==> src/sv/lacs_pkg.sv <==
// shared types, constants and widths for the local alignment cell scorer
package lacs_pkg;

   localparam int MAX_COLS = 1024;
   localparam int MAX_ROWS = 1024;
   localparam int VALUE_W  = 24;
   localparam int COL_W    = $clog2(MAX_COLS);
   localparam int ROW_W    = $clog2(MAX_ROWS);
   localparam int SIZE_W   = 11;
   localparam int SCORE_IN_W = 16;
   localparam int PEN_W    = 15;
   localparam int WT_W     = 8;
   localparam int SCORE_W  = SCORE_IN_W + WT_W;
   localparam int CAND_W   = VALUE_W + 2;
   localparam int CSR_IDX_W = 2;

   localparam logic [VALUE_W-1:0] VALUE_MAX = '1;

   typedef enum logic [1:0] {
      DIR_NONE = 2'd0,
      DIR_DIAG = 2'd1,
      DIR_LEFT = 2'd2,
      DIR_UP   = 2'd3
   } dir_type;

   typedef enum logic [CSR_IDX_W-1:0] {
      CSR_NUM_ROWS = 2'd0,
      CSR_NUM_COLS = 2'd1,
      CSR_WEIGHTED = 2'd2
   } csr_index_type;

   typedef struct packed {
      dir_type             dir;
      logic [VALUE_W-1:0]  value;
   } entry_type;

   typedef struct packed {
      logic signed [SCORE_W-1:0] score;
      logic [PEN_W-1:0]          open_p;
      logic [PEN_W-1:0]          ext_p;
      logic [ROW_W-1:0]          row;
      logic [COL_W-1:0]          col;
      logic                      first_row;
      logic                      first_col;
      logic                      done;
   } cell_in_type;

   typedef struct packed {
      logic [VALUE_W-1:0] value;
      dir_type            dir;
      logic [ROW_W-1:0]   row;
      logic [COL_W-1:0]   col;
      logic               done;
   } cell_out_type;

   typedef struct packed {
      logic load;
      logic advance;
   } stage_ctrl_type;

   typedef struct packed {
      logic [VALUE_W-1:0] cell_value;
      logic [1:0]         direction;
      logic [VALUE_W-1:0] best_value;
      logic [SIZE_W-1:0]  best_row;
      logic [SIZE_W-1:0]  best_col;
      logic               matrix_done;
   } result_type;

endpackage

==> src/sv/lacs_best_track.sv <==
// output register and running best cell of the matrix
module lacs_best_track (
   input  logic                   clock,
   input  logic                   reset,
   input  logic                   load,
   input  lacs_pkg::cell_out_type cell_data,
   output lacs_pkg::result_type   result
);
   import lacs_pkg::*;

   logic               best_valid_ff;
   logic [VALUE_W-1:0] best_value_ff;
   logic [ROW_W-1:0]   best_row_ff;
   logic [COL_W-1:0]   best_col_ff;
   result_type         result_ff;

   logic               update;
   logic [VALUE_W-1:0] cur_value;
   logic [ROW_W-1:0]   cur_row;
   logic [COL_W-1:0]   cur_col;
   result_type         result_in;

   always_comb begin
      update    = !best_valid_ff || (cell_data.value > best_value_ff);
      cur_value = update ? cell_data.value : best_value_ff;
      cur_row   = update ? cell_data.row : best_row_ff;
      cur_col   = update ? cell_data.col : best_col_ff;

      result_in.cell_value  = cell_data.value;
      result_in.direction   = cell_data.dir;
      result_in.best_value  = cur_value;
      result_in.best_row    = {1'b0, cur_row} + 1'b1;
      result_in.best_col    = {1'b0, cur_col} + 1'b1;
      result_in.matrix_done = cell_data.done;
   end

   always_ff @(posedge clock) begin
      if (load) begin
         result_ff <= result_in;
      end
   end

   always_ff @(posedge clock) begin
      if (reset) begin
         best_valid_ff <= 1'b0;
         best_value_ff <= '0;
         best_row_ff   <= '0;
         best_col_ff   <= '0;
      end else if (load) begin
         if (cell_data.done) begin
            best_valid_ff <= 1'b0;
            best_value_ff <= '0;
            best_row_ff   <= '0;
            best_col_ff   <= '0;
         end else begin
            best_valid_ff <= 1'b1;
            best_value_ff <= cur_value;
            best_row_ff   <= cur_row;
            best_col_ff   <= cur_col;
         end
      end
   end

   assign result = result_ff;

endmodule

==> config.mk <==
export PLATFORM = sky130hd
export DESIGN_NAME = lacs_best_track
export DESIGN_NICKNAME = d
export VERILOG_FILES = /design/src/sv/lacs_pkg.sv /design/src/sv/lacs_best_track.sv
export SDC_FILE = /design/constraint.sdc
export NUM_CORES = 1
export LEC_CHECK = 0
export BUFFER_PORTS_ARGS = -buffer_cell sky130_fd_sc_hd__buf_4
export CAP_MARGIN = 20
export CORE_ASPECT_RATIO = 0.9
export CORE_MARGIN = 2
export CORE_UTILIZATION = 45
export DETAILED_ROUTE_END_ITERATION = 10
export HOLD_SLACK_MARGIN = 0.08
export MAX_ROUTING_LAYER = met4
export PLACE_DENSITY = 0.65
export SETUP_SLACK_MARGIN = 0.2
export SKIP_CTS_REPAIR_TIMING = 1
export SLEW_MARGIN = 20
export SYNTH_ARGS = -nofsm -noshare
export SYNTH_HDL_FRONTEND = slang
export SYNTH_SLANG_ARGS = --single-unit
==> constraint.sdc <==
create_clock -name clock -period 5.65 [get_ports clock]
set_input_delay 1.13 -clock clock [delete_from_list [all_inputs] [get_ports clock]]
set_output_delay 1.13 -clock clock [all_outputs]
set_load 0.005 [all_outputs]
==> results.env <==
OUTCOME='complete, no violations'
WL_PER_CELL_UM=16.3
YOSYSTOPAREACELL='sky130_fd_sc_hd__edfxtp_1'
CTSROOTBUFFERMASTER='sky130_fd_sc_hd__clkbuf_16'
FLOORPLAN.INITIALDENSITY=0.463
DIE_WIDTH_UM=122
CLOCK.FMAX_GHz=0.230
POST-ROUTE-UTIL=0.597
SWITCHING_POWER_SHARE_OF_THE_TOTAL=0.220
CLOCK_TRANSITION_AT_THE_REGISTERS_OF_THE_REPORTED_PATHS_NS=0.05
FINAL_NETS=643
SYNTH-SEQ-AREA-SHARE=0.551
SYN-INSTANCE-COUNT=440
SHARE_COMB_OF_TOTAL_POWER=0.111
ANTENNA_FOUND_INITIAL=0
AVGVIACOUNTPERCELL=5.28
POWER.INTERNAL_mW=1.80
LAYOUT-AREA-OVERHEAD-VS-SYNTH_PCT=28.8
SETUP_REPAIR_AFTER_GLOBAL_ROUTING_MISSED_ITS_MARGIN='no'
SYNTH_AREA_PER_CELL_UM2=12.8
DETAIL_ROUTE.WIRELENGTH_UM=12000
ROUTABILITYCONGESTION=0.854
PWR-SHARE-CLK=0.455
CPMAXSTAGEDELAYCELL='sky130_fd_sc_hd__nor4b_4'
SETUP.WORST_PATH.CLASS='primary input to flop'
CP_DATA_ARRIVAL_TIME_NS=4.50
OVERFLOW=0
IR_WORST_VDD_mV=0.214
SYNTH.MOST_COMMON_CELL='sky130_fd_sc_hd__edfxtp_1'
PATH_DELAY_FAMILY='simple AND/OR/NAND/NOR gates'
CP_NUM_BUF_INV=2
SYNTH_NETS=516
CRIT_TOP_CELL='sky130_fd_sc_hd__nor2_1'
HOLD_PATH_STARTPOINT='best_value_ff[2]'
SYNTH-EDFF-COUNT=73
CELL_AREA_REPORTED_AFTER_DETAILED_PLACEMENT_UM2=6660
HOLDWS_NS=0.491
PERIOD_MINUS_SLACK_NS=4.35
LAYOUT-DRIVE-GT1-SHARE=0.326
WORST_PATH_LARGEST_CELL_DELAY_NS=0.45
CRIT_CHAIN='buf_4 -> ha_1 -> nand4_1 -> nor4b_4 -> a21boi_4 -> nand2_4 -> a22o_2 -> buf_4 -> mux2_4 -> ha_1 -> nand2_1 -> nor2_1 -> nor2_1 -> nor2_1 -> o21ai_0 -> a21oi_1'
TRANSITION_AT_THE_PIN_WITH_THE_SMALLEST_MAX_TRANSITION_SLACK_NS=1.08
NUMCLOCKSINKS=118
IO-PIN-COUNT=123
YOSYS_WARNING_TOTAL=0
HPWL_UM=8110
PORT-BUFFER-COUNT=122
CTS_TREE='yes'
POSTSYNTH.ASYNCRESETSHARE=0
FINAL-HOLD-VIOLATION-COUNT=0
NETLIST_AREA_UM2=5620
NETLIST_TOP_CELLS_AREA='sky130_fd_sc_hd__edfxtp_1, sky130_fd_sc_hd__dfxtp_1, sky130_fd_sc_hd__a22o_1'
FINAL-MAX-SLEW-VIOLATION-COUNT=0
SYNTH_CELL_TYPES=46
RATIO_OF_TOTAL_POWER_TO_CELL_AREA_nW_PER_UM2=319
TIMING.MAX_CAP.VIOLATIONS=0
DR.PASS1.ITERS=4
REG_POWER_FRAC=0.434
CRIT_PATH_START='cell_data[40]'
CTS_MADE_BUFFERS=17
DESIGN.CORE.AREA_UM2=12100
POSTROUTEANTENNANETS=0
FP.DIEH_UM=110
WORSTHOLDPATHTYPE='flop to flop'
RELSLEWSLACK=0.281
CRIT_REQUIRED_NS=5.80
GRT_PASS1_WL_UM=19200
SETUP-TNS-FINAL_NS=0
REMAINING_DRC_ERRORS=0
CTS-HTREE-LEVELS=4
SYNTH_FF_TYPE='sky130_fd_sc_hd__edfxtp_1'
LAYOUT_FILLERS=997
GRT_MAX_DEGREE=78
FINAL-SETUP-VIOL-COUNT=0
TIMING.CRITICAL_PATH.FANOUT_MAX=16
FINALINSTANCEAREA_UM2=7230
GLOBAL_ROUTE.USAGE.TOTAL=0.193
FLOORPLAN.DIE_AREA_UM2=13400
FLOORPLAN.ROWS=38
DRT_ITER0_DRC=227
SYNTH.CELLS.MOST_FREQUENT='sky130_fd_sc_hd__edfxtp_1, sky130_fd_sc_hd__a22o_1, sky130_fd_sc_hd__dfxtp_1'
FIRST_GLOBAL_VIAS=3735
CLOCK_INSERTION_DELAY_WORST_SKEW_NS=0.41
SYNTH_LARGEST_TYPE_AREA_FRACTION=0.390
CLOCK_TREE.BUFFER_DEPTH=2
NET-SWITCHING-POWER_uW=508
FINAL_MIN_PERIOD_OVER_CLOCK_PERIOD=0.770
NUM_ANTENNA_CELLS=0
P_LEAK_nW=2.87
CP-END-KIND='flop'
NUMBER_OF_REGISTER_BITS_INFERRED_BY_SYNTHESIS=118
CRITPATHLAUNCHTYPE='primary input'
FINALCLOCKSKEW_NS=0.0127
TIMING.RR.START='best_value_ff[17]'
VIAS=3908
==> flip-flops by register name (all words and copies together), names as in the netlist <==
name,flops
best_row_ff,10
best_value_ff,24
result,73
best_col_ff,10
best_valid_ff,1
==> worst paths after layout <==
kind,cells after the start,slack [ns],endpoint
setup / recovery,16,1.30,result[7]
hold reg to reg,1,0.49,best_value_ff[2]
hold / removal,1,0.49,best_value_ff[2]
setup reg to reg,16,1.74,result[7]
==> cell families (layout without fill, tap and decap cells) <==
family | count (synthesis) | in the layout | synth area share
flops | 118 | 118 | 0.551
simple gates | 101 | 101 | 0.0978
compound gates | 81 | 81 | 0.114
mux | 46 | 46 | 0.104
buf+inv | 42 | 182 | 0.0357
fa+ha+maj | 26 | 26 | 0.0579
xor+xnor | 26 | 26 | 0.0406
==> metrics by stage <==
stage | worst slack (ns) | power, mW | cells
6_report | 1.30 | 2.31 | 740
4_1_cts | 1.34 | 2.33 | 740
2_1_floorplan | 1.17 | 1.14 | 440
3_3_place_gp | 1.00 | 1.27 | 708
5_1_grt | 1.02 | 2.41 | 740
3_5_place_dp | 0.921 | 1.28 | 708
==> area by class of cell <==
cell class | count | area [µm²] | share of cell area
Clock buffer | 21 | 440 | 0.0609
Clock inverter | 11 | 133 | 0.0183
Inverter | 24 | 90.1 | 0.0125
Multi-Input combinational cell | 280 | 2330 | 0.322
Sequential cell | 118 | 3090 | 0.428
Tap cell | 160 | 200 | 0.0277
Timing Repair Buffer | 126 | 946 | 0.131
==> worst register-to-register path, stage by stage (launching register included) <==
cell and delay [ns]:
sky130_fd_sc_hd__dfxtp_1 0.36, sky130_fd_sc_hd__inv_1 0.05, sky130_fd_sc_hd__ha_1 0.31, sky130_fd_sc_hd__nand4_1 0.20, sky130_fd_sc_hd__nor4b_4 0.45, sky130_fd_sc_hd__a21boi_4 0.29, sky130_fd_sc_hd__nand2_4 0.10, sky130_fd_sc_hd__a22o_2 0.35
sky130_fd_sc_hd__buf_4 0.26, sky130_fd_sc_hd__mux2_4 0.33, sky130_fd_sc_hd__ha_1 0.30, sky130_fd_sc_hd__nand2_1 0.13, sky130_fd_sc_hd__nor2_1 0.05, sky130_fd_sc_hd__nor2_1 0.12, sky130_fd_sc_hd__nor2_1 0.09, sky130_fd_sc_hd__o21ai_0 0.18
sky130_fd_sc_hd__a21oi_1 0.09
==> power by group through the flow <==
stage / Clock [mW] / Combinational (mW) / Sequential (mW)
floorplan: 0 / 0.119 / 1.02
global placement: 0 / 0.256 / 1.02
detailed placement: 0 / 0.258 / 1.02
CTS: 1.07 / 0.260 / 1.00
global route: 1.12 / 0.284 / 1.01
finish: 1.05 / 0.257 / 1.00
==> layout by cell type (no fill, tap or decap), types with 10 or more instances in the layout <==
cell type | synthesis | routed
sky130_fd_sc_hd__edfxtp_1 | 73 | 73
sky130_fd_sc_hd__mux2_4 | 23 | 23
sky130_fd_sc_hd__inv_1 | 24 | 24
sky130_fd_sc_hd__a22o_1 | 45 | 44
sky130_fd_sc_hd__nand3_1 | 27 | 27
sky130_fd_sc_hd__buf_4 | 0 | 126
sky130_fd_sc_hd__nor2_1 | 18 | 18
sky130_fd_sc_hd__mux2i_1 | 18 | 18
sky130_fd_sc_hd__clkbuf_16 | 0 | 17
sky130_fd_sc_hd__xor2_1 | 19 | 19
sky130_fd_sc_hd__nand2_1 | 18 | 18
sky130_fd_sc_hd__ha_1 | 26 | 26
sky130_fd_sc_hd__dfxtp_1 | 45 | 45
sky130_fd_sc_hd__a21oi_1 | 10 | 10
==> per-layer routing <==
metal,vias to the layer above,GRT usage,routed length (µm)
li1,1903,-,-
met1,1883,0.254,5760
met2,114,0.297,5610
met3,8,0.0442,602
met4,0,0.0665,68
met5,-,-,0
(Power assumes the default switching activity.)
