File: src/sv/lacs_pkg.sv
// shared types, constants and widths for the local alignment cell scorer
package lacs_pkg;

   localparam int MAX_COLS = 1024;
   localparam int MAX_ROWS = 1024;
   localparam int VALUE_W  = 24;
   localparam int COL_W    = $clog2(MAX_COLS);
   localparam int ROW_W    = $clog2(MAX_ROWS);
   localparam int SIZE_W   = 11;
   localparam int SCORE_IN_W = 16;
   localparam int PEN_W    = 15;
   localparam int WT_W     = 8;
   localparam int SCORE_W  = SCORE_IN_W + WT_W;
   localparam int CAND_W   = VALUE_W + 2;
   localparam int CSR_IDX_W = 2;

   localparam logic [VALUE_W-1:0] VALUE_MAX = '1;

   typedef enum logic [1:0] {
      DIR_NONE = 2'd0,
      DIR_DIAG = 2'd1,
      DIR_LEFT = 2'd2,
      DIR_UP   = 2'd3
   } dir_type;

   typedef enum logic [CSR_IDX_W-1:0] {
      CSR_NUM_ROWS = 2'd0,
      CSR_NUM_COLS = 2'd1,
      CSR_WEIGHTED = 2'd2
   } csr_index_type;

   typedef struct packed {
      dir_type             dir;
      logic [VALUE_W-1:0]  value;
   } entry_type;

   typedef struct packed {
      logic signed [SCORE_W-1:0] score;
      logic [PEN_W-1:0]          open_p;
      logic [PEN_W-1:0]          ext_p;
      logic [ROW_W-1:0]          row;
      logic [COL_W-1:0]          col;
      logic                      first_row;
      logic                      first_col;
      logic                      done;
   } cell_in_type;

   typedef struct packed {
      logic [VALUE_W-1:0] value;
      dir_type            dir;
      logic [ROW_W-1:0]   row;
      logic [COL_W-1:0]   col;
      logic               done;
   } cell_out_type;

   typedef struct packed {
      logic load;
      logic advance;
   } stage_ctrl_type;

   typedef struct packed {
      logic [VALUE_W-1:0] cell_value;
      logic [1:0]         direction;
      logic [VALUE_W-1:0] best_value;
      logic [SIZE_W-1:0]  best_row;
      logic [SIZE_W-1:0]  best_col;
      logic               matrix_done;
   } result_type;

endpackage

File: src/sv/lacs_cell_calc.sv
// cell stage: candidates, maximum, direction, left and diagonal neighbours
module lacs_cell_calc (
   input  logic                       clock,
   input  logic                       reset,
   input  lacs_pkg::stage_ctrl_type   ctrl,
   input  lacs_pkg::cell_in_type      cell_in,
   input  lacs_pkg::entry_type        up_entry,
   output logic [lacs_pkg::COL_W-1:0] wr_addr,
   output lacs_pkg::entry_type        wr_data,
   output lacs_pkg::cell_out_type     cell_out
);
   import lacs_pkg::*;

   cell_in_type        s2_ff;
   cell_out_type       s3_ff;
   logic [VALUE_W-1:0] left_value_ff;
   dir_type            left_dir_ff;
   logic [VALUE_W-1:0] diag_value_ff;

   logic [VALUE_W-1:0]       up_v;
   dir_type                  up_d;
   logic [VALUE_W-1:0]       lf_v;
   dir_type                  lf_d;
   logic [VALUE_W-1:0]       dg_v;
   logic                     edge_cell;
   logic [PEN_W-1:0]         pen_up;
   logic [PEN_W-1:0]         pen_lf;
   logic signed [CAND_W-1:0] cand_dg;
   logic signed [CAND_W-1:0] cand_up;
   logic signed [CAND_W-1:0] cand_lf;
   logic signed [CAND_W-1:0] mx;
   dir_type                  dir;
   logic [VALUE_W-1:0]       val;

   always_comb begin
      up_v      = s2_ff.first_row ? '0 : up_entry.value;
      up_d      = s2_ff.first_row ? DIR_NONE : up_entry.dir;
      lf_v      = s2_ff.first_col ? '0 : left_value_ff;
      lf_d      = s2_ff.first_col ? DIR_NONE : left_dir_ff;
      dg_v      = s2_ff.first_col ? '0 : diag_value_ff;
      edge_cell = s2_ff.first_row || s2_ff.first_col;
      pen_up    = (!edge_cell && (up_d == DIR_UP)) ? s2_ff.ext_p : s2_ff.open_p;
      pen_lf    = (!edge_cell && (lf_d == DIR_LEFT)) ? s2_ff.ext_p : s2_ff.open_p;
      cand_dg   = $signed({2'b00, dg_v}) + CAND_W'(s2_ff.score);
      cand_up   = $signed({2'b00, up_v}) - $signed({{(CAND_W-PEN_W){1'b0}}, pen_up});
      cand_lf   = $signed({2'b00, lf_v}) - $signed({{(CAND_W-PEN_W){1'b0}}, pen_lf});

      mx = '0;
      if (cand_dg > mx) begin
         mx = cand_dg;
      end
      if (cand_lf > mx) begin
         mx = cand_lf;
      end
      if (cand_up > mx) begin
         mx = cand_up;
      end

      if (mx == '0) begin
         dir = DIR_NONE;
      end else if (mx == cand_dg) begin
         dir = DIR_DIAG;
      end else if (mx == cand_lf) begin
         dir = DIR_LEFT;
      end else begin
         dir = DIR_UP;
      end

      if (mx > $signed({2'b00, VALUE_MAX})) begin
         val = VALUE_MAX;
      end else begin
         val = mx[VALUE_W-1:0];
      end
   end

   always_ff @(posedge clock) begin
      if (ctrl.load) begin
         s2_ff <= cell_in;
      end
      if (ctrl.advance) begin
         s3_ff.value <= val;
         s3_ff.dir   <= dir;
         s3_ff.row   <= s2_ff.row;
         s3_ff.col   <= s2_ff.col;
         s3_ff.done  <= s2_ff.done;
      end
   end

   always_ff @(posedge clock) begin
      if (reset) begin
         left_value_ff <= '0;
         left_dir_ff   <= DIR_NONE;
         diag_value_ff <= '0;
      end else if (ctrl.advance) begin
         left_value_ff <= val;
         left_dir_ff   <= dir;
         diag_value_ff <= up_v;
      end
   end

   assign wr_addr       = s2_ff.col;
   assign wr_data.dir   = dir;
   assign wr_data.value = val;
   assign cell_out      = s3_ff;

endmodule

File: config.mk
export PLATFORM = sky130hd
export DESIGN_NAME = lacs_cell_calc
export DESIGN_NICKNAME = d
export VERILOG_FILES = /design/src/sv/lacs_pkg.sv /design/src/sv/lacs_cell_calc.sv
export SDC_FILE = /design/constraint.sdc
export NUM_CORES = 1
export LEC_CHECK = 0
export BUFFER_PORTS_ARGS = -buffer_cell sky130_fd_sc_hd__clkbuf_2
export CAP_MARGIN = 20
export CORE_MARGIN = 2
export CORE_UTILIZATION = 35
export CTS_CLUSTER_DIAMETER = 150
export CTS_CLUSTER_SIZE = 25
export DETAILED_ROUTE_END_ITERATION = 10
export GPL_TIMING_DRIVEN = 0
export PLACE_DENSITY_LB_ADDON = 0.3
export REMOVE_ABC_BUFFERS = 1
export SETUP_SLACK_MARGIN = 0.2
export SYNTH_ARGS = -nofsm -noshare
export SYNTH_HDL_FRONTEND = slang
export SYNTH_SLANG_ARGS = --single-unit
File: constraint.sdc
create_clock -name clock -period 9.95 [get_ports clock]
set_input_delay 0.4975 -clock clock [delete_from_list [all_inputs] [get_ports clock]]
set_output_delay 0.4975 -clock clock [all_outputs]
set_load 0.1 [all_outputs]
==> run metrics, run 1 <==
placed cell area 0.0155 mm²; r2r startpoint s2_ff[1]$_DFFE_PP_; mean area per synthesized cell 9.14 µm²; worst r2r path cells 41; most frequent cells in the layout clkbuf_2, nor2_1, edfxtp_1; clk_skew 0.0109 ns; Die Ht 204 µm; # port buffers 189; Clock Latency Late Sink 0.46 ns; final wirelength 53.5 mm; Hold Startpoint cell_in[12]; CTS sink cnt 174; n_diodes 0; crit path max fanout 8; register bit total from synthesis 174; remaining routing DRC violations 0; worst path required time 9.45 ns; critical path's largest stage delay 0.46 ns; final hold slack 0.212 ns; Max Slew Vio Count 0; Setup crit end kind primary output; non-filler instance count after layout 2314; Num CTS Buffers 17; initial core utilization 0.354; die area 0.0417 mm²; most common cell after layout, fill and taps aside clkbuf_2; Cells after Synth 1534; Post-DRT Antenna Nets 0; grt ovf 0; initial DRC count 1204; RSZ-0062 raised after global routing yes; hold buffers post-CTS 0; Hold Fails Final Rpt 0; Final Core Density 0.452; RR Endpoint left_dir_ff[0]$_SDFFE_PP0P_; CORE AREA 0.0396 mm²; post-synth top area share 0.266; ys async rst share 0; outcome finished, final reports clean; fin crit period 9.76 ns; Max transition margin 0.282; Yosys warning count 0; static leakage 7.18 nW; synth unique cells 103; Final Cycle Share 0.981; vias per cell 5.77; routed len/inst 23.1 µm; first-pass GRT wire length 77.5 mm; Detailed Place HPWL 39.5 mm; Synth area leader edfxtp_1; clock transition at the registers of the reported paths 0.07 ns; Hold Path End wr_addr[9]$_DFFE_PP_; Startpoint Class flip-flop; Synth-to-Final Area Change 27.9%; die width 204 µm; TritonCTS clock tree yes; Seq/Total Area, Yosys 0.337; CP arrival 9.26 ns; row cnt 73; Final Cell Area 0.0179 mm²; Critical Path Stages 40; CP Class flip-flop to primary output; Placer Congestion 0.960; placed instance count 2180; Top delay family on crit path simple AND/OR/NAND/NOR gates; vias post-DR 13300; Ports 190; # setup viols final 0; Most common cell on crit path buf_4; initial antenna violation count 0; peak supply drop 0.343 mV; FMAX 102 MHz; number of synthesized flops with an enable pin 124; Area contributors post-synth edfxtp_1, ha_1, dfxtp_1, mux2i_1, xnor2_1; CP bufs+invs 11; vias in the first global route 12600; Min-Delay Path Depth 1; Netlist Area Pre-Place 0.0140 mm²; Final #Nets 1991; clk root buf clkbuf_16; layout cells sized above 1 0.286; drt first pass iters 5; PwrDens 276 mW/mm²; slowest CP cell edfxtp_1; reg2reg setup slack 0.96 ns; total of max-cap violations 0; largest net degree at the start of global routing 77; Setup TNS 0 ns; CTS max path bufs 2; Worst Hold Class primary input to flip-flop; htree depth 4; GR Util All Layers 0.248; commonest register cell after synthesis edfxtp_1; Least-Margin Pin Slew 1.07 ns
-- routing by layer --
layer  track usage  up-vias  share of wire
met5             0        -              0
met4         0.100        0          0.037
met3        0.0410       98          0.065
met2         0.394      522           0.46
met1         0.336     6473           0.44
li1              -     6255              -
-- timing repair --
item	in CTS	in global routing
resized for setup	110	85
pin swaps	42	62
setup endpoints to repair	78	21
setup buffers	50	44
cloned	4	4
-- area by class of cell --
type                       count  area, µm²
clock inverter                 9       85.1
sequential                   174       4720
inverter                      48        184
clock buffer                  23        478
timing repair buffer         301       2130
multi-input combinational   1234       9670
fill                        3897      21700
tap                          525        657
-- sequential cells by signal, indices dropped and copies added (netlist names) --
register	cells
cell_out	47
diag_value_ff	24
left_dir_ff	2
left_value_ff	24
s2_ff	67
wr_addr	10
-- synthesized netlist by cell type (all sizes together), types with 12 or more instances --
library cell and instances:
a211oi 27, a21o 15, a21oi 100, a22oi 21
a311oi 13, a31oi 15, and2 13, and3 15
buf 44, clkbuf 37, dfxtp 50, edfxtp 124
ha 105, inv 47, mux2i 64, nand2 118
nand2b 23, nand3 30, nand4 27, nor2 144
nor2b 64, nor3 29, nor4 16, o211ai 15
o21a 20, o21ai 69, or2 16, or3 12
xnor2 62, xor2 29
-- worst max path at each step --
stage,startpoint,to,slack (ns)
4_1_cts,s2_ff[1]$_DFFE_PP_,wr_data[24],0.21
6_report,s2_ff[1]$_DFFE_PP_,wr_data[24],0.19
2_1_floorplan,s2_ff[1]$_DFFE_PP_,wr_data[24],-3.52
3_5_place_dp,s2_ff[1]$_DFFE_PP_,wr_data[24],-4.27
3_3_place_gp,s2_ff[1]$_DFFE_PP_,wr_data[24],-7.88
5_1_grt,s2_ff[1]$_DFFE_PP_,wr_data[24],0.0008
-- power by group --
group          internal (W)  switching (W)
logic               0.00101        0.00234
registers          0.000904      0.0000489
clock network      0.000364       0.000284
total               0.00228        0.00267
-- cells by family after synthesis --
family                     synth area share
and+or+nand+nor                       0.193
AOI/OAI and AO/OA                     0.219
DFF                                   0.337
buffers and inverters                0.0419
adders and majority gates            0.0980
xor gates and xnor gates             0.0574
muxes                                0.0535
other                              0.000267
-- per-stage QoR --
stage,worst slack [ns],power (W)
floorplan,-3.52,0.00301
detailed placement,-4.27,0.00372
global placement,-7.88,0.00367
global route,0.000798,0.00516
CTS,0.205,0.00470
finish,0.188,0.00495
Note: power is estimated with default switching activity, not from simulation.
==> run 2, diff against run 1 <==
--- a/config.mk
+++ b/config.mk
@@ -13,9 +13,10 @@
 export CTS_CLUSTER_SIZE = 25
 export DETAILED_ROUTE_END_ITERATION = 10
 export GPL_TIMING_DRIVEN = 0
+export MAX_ROUTING_LAYER = met4
 export PLACE_DENSITY_LB_ADDON = 0.3
 export REMOVE_ABC_BUFFERS = 1
-export SETUP_SLACK_MARGIN = 0.2
+export SETUP_SLACK_MARGIN = 0.02
 export SYNTH_ARGS = -nofsm -noshare
 export SYNTH_HDL_FRONTEND = slang
 export SYNTH_SLANG_ARGS = --single-unit
==> run metrics, run 2 (synthesized netlist as in run 1, its figures left out) <==
clock transition at the registers of the reported paths 0.08 ns (was 0.07 ns); CORE AREA 0.0396 mm² (unchanged); most frequent cells in the layout clkbuf_2, nor2_1, edfxtp_1 (unchanged); Synth-to-Final Area Change 26.7% (was 27.9%); initial antenna violation count 1 (was 0); Detailed Place HPWL 40.5 mm (was 39.5 mm); CP Class flip-flop to primary output (unchanged); Setup crit end kind primary output (unchanged); RSZ-0062 raised after global routing yes (unchanged); Num CTS Buffers 17 (unchanged); Clock Latency Late Sink 0.46 ns (about the same); Setup TNS 0 ns (unchanged); Hold Fails Final Rpt 0 (unchanged); Multi-input gate area 0.00958 mm² (was 0.00967 mm²); Top delay family on crit path simple AND/OR/NAND/NOR gates (unchanged); PwrDens 277 mW/mm² (was 276 mW/mm²); fin crit period 9.84 ns (was 9.76 ns); Placer Congestion 0.975 (was 0.960); htree depth 4 (unchanged); FMAX 102 MHz (about the same); remaining routing DRC violations 0 (unchanged); critical path's largest stage delay 0.43 ns (was 0.46 ns); Final #Nets 1990 (was 1991); GR Util All Layers 0.269 (was 0.248); largest net degree at the start of global routing 82 (was 77); static leakage 7.14 nW (was 7.18 nW); clk_skew 0.0157 ns (was 0.0109 ns); clk root buf clkbuf_16 (unchanged); vias post-DR 13300 (about the same); CP arrival 9.34 ns (was 9.26 ns); die width 204 µm (unchanged); total of max-cap violations 0 (unchanged); grt ovf 0 (unchanged); Max Slew Vio Count 0 (unchanged); Max transition margin 0.275 (was 0.282); routed len/inst 23.7 µm (was 23.1 µm); outcome finished, final reports clean (unchanged); CTS sink cnt 174 (unchanged); final wirelength 54.9 mm (was 53.5 mm); Final Core Density 0.448 (was 0.452); initial core utilization 0.354 (unchanged); Worst Hold Class primary input to flip-flop (unchanged); Post-DRT Antenna Nets 0 (unchanged); Final Cycle Share 0.989 (was 0.981); worst path required time 9.45 ns (about the same); # setup viols final 0 (unchanged); vias per cell 5.77 (about the same); Reg area 0.00472 mm² (unchanged); row cnt 73 (unchanged); initial DRC count 1174 (was 1204); most common cell after layout, fill and taps aside clkbuf_2 (unchanged); crit path max fanout 7 (was 8); die area 0.0417 mm² (unchanged); CTS max path bufs 2 (unchanged); Ports 190 (unchanged); Die Ht 204 µm (unchanged); CP bufs+invs 11 (unchanged); layout cells sized above 1 0.282 (was 0.286); vias in the first global route 13000 (was 12600); Least-Margin Pin Slew 1.08 ns (was 1.07 ns); TritonCTS clock tree yes (unchanged); max reg flops 67 (unchanged); peak supply drop 0.366 mV (was 0.343 mV); n_diodes 0 (unchanged); slowest CP cell edfxtp_1 (unchanged); # port buffers 189 (unchanged); drt first pass iters 7 (was 5); first-pass GRT wire length 81.0 mm (was 77.5 mm); Filler cells 3879 (was 3897); Biggest register s2_ff (unchanged); Startpoint Class flip-flop (unchanged)
==> run 2: worst paths after layout <==
| check | from | to | slack (ns) | depth (start not counted) |
|---|---|---|---|---|
| min reg2reg | s2_ff[21]$_DFFE_PP_ | cell_out[19]$_DFFE_PP_ | 0.42 | 0 |
| min | cell_in[68] | s2_ff[68]$_DFFE_PP_ | 0.20 | 1 |
| max | s2_ff[1]$_DFFE_PP_ | wr_data[24] | 0.11 | 41 |
| max reg2reg | s2_ff[1]$_DFFE_PP_ | left_dir_ff[0]$_SDFFE_PP0P_ | 0.75 | 43 |
==> run 2: routing by layer <==
layer	share of wire	GRT usage	vias up	wire [µm]
li1	-	-	6236	-
met1	0.45	0.364	6578	24800
met2	0.46	0.419	449	25200
met3	0.059	0.0309	76	3220
met4	0.032	0.0883	0	1780
met5	0	-	-	0
==> run 2: what timing repair did <==
item	CTS	global route
pin swaps	46	39
hold buffers	0	0
buffers inserted	61	34
resized for setup	113	60
gates cloned	5	2
setup endpoints to repair	78	23
==> run 2: cell type report <==
class,count,share of cell area
multi-input cells,1235,0.539
flip-flops and latches,174,0.266
repair buffers,299,0.116
well taps,525,0.0370
clock buffers,18,0.0242
inverters,48,0.0104
clock inverters,14,0.00655
==> run 2: where the power goes <==
| group | switching (W) | total (W) | internal, W |
|---|---|---|---|
| Sequential | 0.0000468 | 0.000951 | 0.000904 |
| Clock | 0.000303 | 0.000646 | 0.000343 |
| Combinational | 0.00234 | 0.00332 | 0.000977 |
| Total | 0.00269 | 0.00491 | 0.00222 |
==> run 2: through the flow <==
step / hold WS, ns / area, µm² / total power (W) / instances / worst slack (ns)
4_1_cts: 0.180 / 17200 / 0.00469 / 2277 / 0.0363
3_3_place_gp: 0.401 / 15200 / 0.00369 / 2167 / -7.79
6_report: 0.202 / 17800 / 0.00491 / 2313 / 0.110
5_1_grt: 0.188 / 17800 / 0.00513 / 2313 / -0.0377
2_1_floorplan: 0.400 / 13600 / 0.00301 / 1453 / -3.52
3_5_place_dp: 0.405 / 15500 / 0.00373 / 2179 / -4.20
==> run 3, diff against run 2 <==
==> constraint.sdc (replaced) <==
create_clock -name clock -period 9.95 [get_ports clock]
set_input_delay 0.4975 -clock clock [delete_from_list [all_inputs] [get_ports clock]]
set_output_delay 0.4975 -clock clock [all_outputs]
set_load 0.02 [all_outputs]
==> run metrics, run 3 (synthesized netlist as in run 1, its figures left out) <==
outcome finished, final reports clean (unchanged); routed len/inst 23.6 µm (was 23.7 µm); Multi-input gate area 0.00956 mm² (was 0.00958 mm²); Biggest register s2_ff (unchanged); peak supply drop 0.135 mV (was 0.366 mV); final wirelength 54.4 mm (was 54.9 mm); Hold Fails Final Rpt 0 (unchanged); largest net degree at the start of global routing 82 (unchanged); initial DRC count 1132 (was 1174); Synth-to-Final Area Change 26.3% (was 26.7%); Die Ht 204 µm (unchanged); die width 204 µm (unchanged); vias per cell 5.73 (was 5.77); worst r2r path cells 40 (was 43); Final Cycle Share 0.987 (was 0.989); Setup crit end kind primary output (unchanged); CORE AREA 0.0396 mm² (unchanged); r2r startpoint s2_ff[1]$_DFFE_PP_ (unchanged); remaining routing DRC violations 0 (unchanged); Post-DRT Antenna Nets 0 (unchanged); reg2reg setup slack 0.66 ns (was 0.75 ns); CTS sink cnt 174 (unchanged); most frequent cells in the layout clkbuf_2, nor2_1, edfxtp_1 (unchanged); Num CTS Buffers 17 (unchanged); n_diodes 0 (unchanged); placed instance count 2179 (unchanged); vias post-DR 13200 (was 13300); # setup viols final 0 (unchanged); Hold Path End s2_ff[68]$_DFFE_PP_ (unchanged); Clock Latency Late Sink 0.46 ns (about the same); PwrDens 234 mW/mm² (was 277 mW/mm²); Detailed Place HPWL 40.5 mm (unchanged); critical path's largest stage delay 0.72 ns (was 0.43 ns); initial antenna violation count 1 (unchanged); first-pass GRT wire length 80.5 mm (was 81.0 mm); Top delay family on crit path compound AO/OA/AOI/OAI gates (was simple AND/OR/NAND/NOR gates); fin crit period 9.82 ns (was 9.84 ns); Max Slew Vio Count 0 (unchanged); die area 0.0417 mm² (unchanged); non-filler instance count after layout 2311 (was 2313); initial core utilization 0.354 (unchanged); drt first pass iters 5 (was 7); Startpoint Class flip-flop (unchanged); clk_skew 0.0158 ns (was 0.0157 ns); CP arrival 9.32 ns (was 9.34 ns); crit path max fanout 7 (unchanged); Min-Delay Path Depth 1 (unchanged); clock transition at the registers of the reported paths 0.08 ns (about the same); row cnt 73 (unchanged); FMAX 102 MHz (about the same); TritonCTS clock tree yes (unchanged); Placer Congestion 0.975 (unchanged); RSZ-0062 raised after global routing yes (unchanged); Reg area 0.00472 mm² (unchanged); hold buffers post-CTS 0 (unchanged); Filler cells 3889 (was 3879); Final #Nets 1988 (was 1990); Worst Hold Class primary input to flip-flop (unchanged); # port buffers 189 (unchanged); Least-Margin Pin Slew 1.09 ns (was 1.08 ns); Max transition margin 0.272 (was 0.275); total of max-cap violations 0 (unchanged); htree depth 4 (unchanged); max reg flops 67 (unchanged); grt ovf 0 (unchanged); slowest CP cell nor2_1 (was edfxtp_1); CP bufs+invs 9 (was 11); Hold Startpoint cell_in[68] (unchanged); layout cells sized above 1 0.282 (about the same); vias in the first global route 12900 (was 13000); GR Util All Layers 0.267 (was 0.269); CTS max path bufs 2 (unchanged); clk root buf clkbuf_16 (unchanged); RR Endpoint left_dir_ff[0]$_SDFFE_PP0P_ (unchanged); most common cell after layout, fill and taps aside clkbuf_2 (unchanged); worst path required time 9.45 ns (about the same); Most common cell on crit path buf_6; CP Class flip-flop to primary output (unchanged); static leakage 7.10 nW (was 7.14 nW); Ports 190 (unchanged); final hold slack 0.203 ns (was 0.202 ns)
==> run 3: metal layers <==
layer,up-vias,wire (µm),global-route usage
li1,6237,-,-
met1,6465,24900,0.361
met2,477,25100,0.420
met3,58,2970,0.0316
met4,0,1440,0.0789
met5,-,0,-
==> run 3: what timing repair did <==
action | 4_1_cts | 5_1_grt
gates cloned | 4 | 2
setup buffers | 57 | 37
hold endpoints to repair | 0 | 0
pin swaps | 43 | 49
setup endpoints to repair | 78 | 14
resized for setup | 100 | 71
==> run 3: report_power, final <==
group	switching (W)	internal, W
clock	0.000301	0.000343
sequential	0.0000477	0.000904
combinational	0.00159	0.000952
total	0.00194	0.00220
==> run 3: through the flow <==
stage	setup WS [ns]	area (µm²)	total power, W	setup TNS, ns	utilization
floorplan	-1.46	13600	0.00228	-42.63	-
global placement	-7.50	15200	0.00296	-455.47	0.384
detailed placement	-3.91	15500	0.00300	-194.69	0.390
CTS	0.0224	17000	0.00395	0	0.430
global route	-0.0523	17700	0.00435	-0.0803	0.447
finish	0.128	17700	0.00414	0	0.447
==> run 3: final cells by class <==
cell class	instances	area share
clock buffers	18	0.0242
flip-flops and latches	174	0.267
clock inverters	14	0.00657
inverters	48	0.0104
multi-input cells	1235	0.540
repair buffers	297	0.115
well taps	525	0.0371
==> run 3: how the worst max path moves through the flow <==
stage	slack, ns	endpoint	from	cells after the start
floorplan	-1.46	wr_data[24]	s2_ff[1]$_DFFE_PP_	31
global route	-0.05	wr_data[24]	s2_ff[1]$_DFFE_PP_	42
detailed placement	-3.91	wr_data[24]	s2_ff[1]$_DFFE_PP_	37
global placement	-7.50	wr_data[24]	s2_ff[1]$_DFFE_PP_	32
finish	0.13	wr_data[24]	s2_ff[1]$_DFFE_PP_	38
CTS	0.02	wr_data[24]	s2_ff[1]$_DFFE_PP_	41
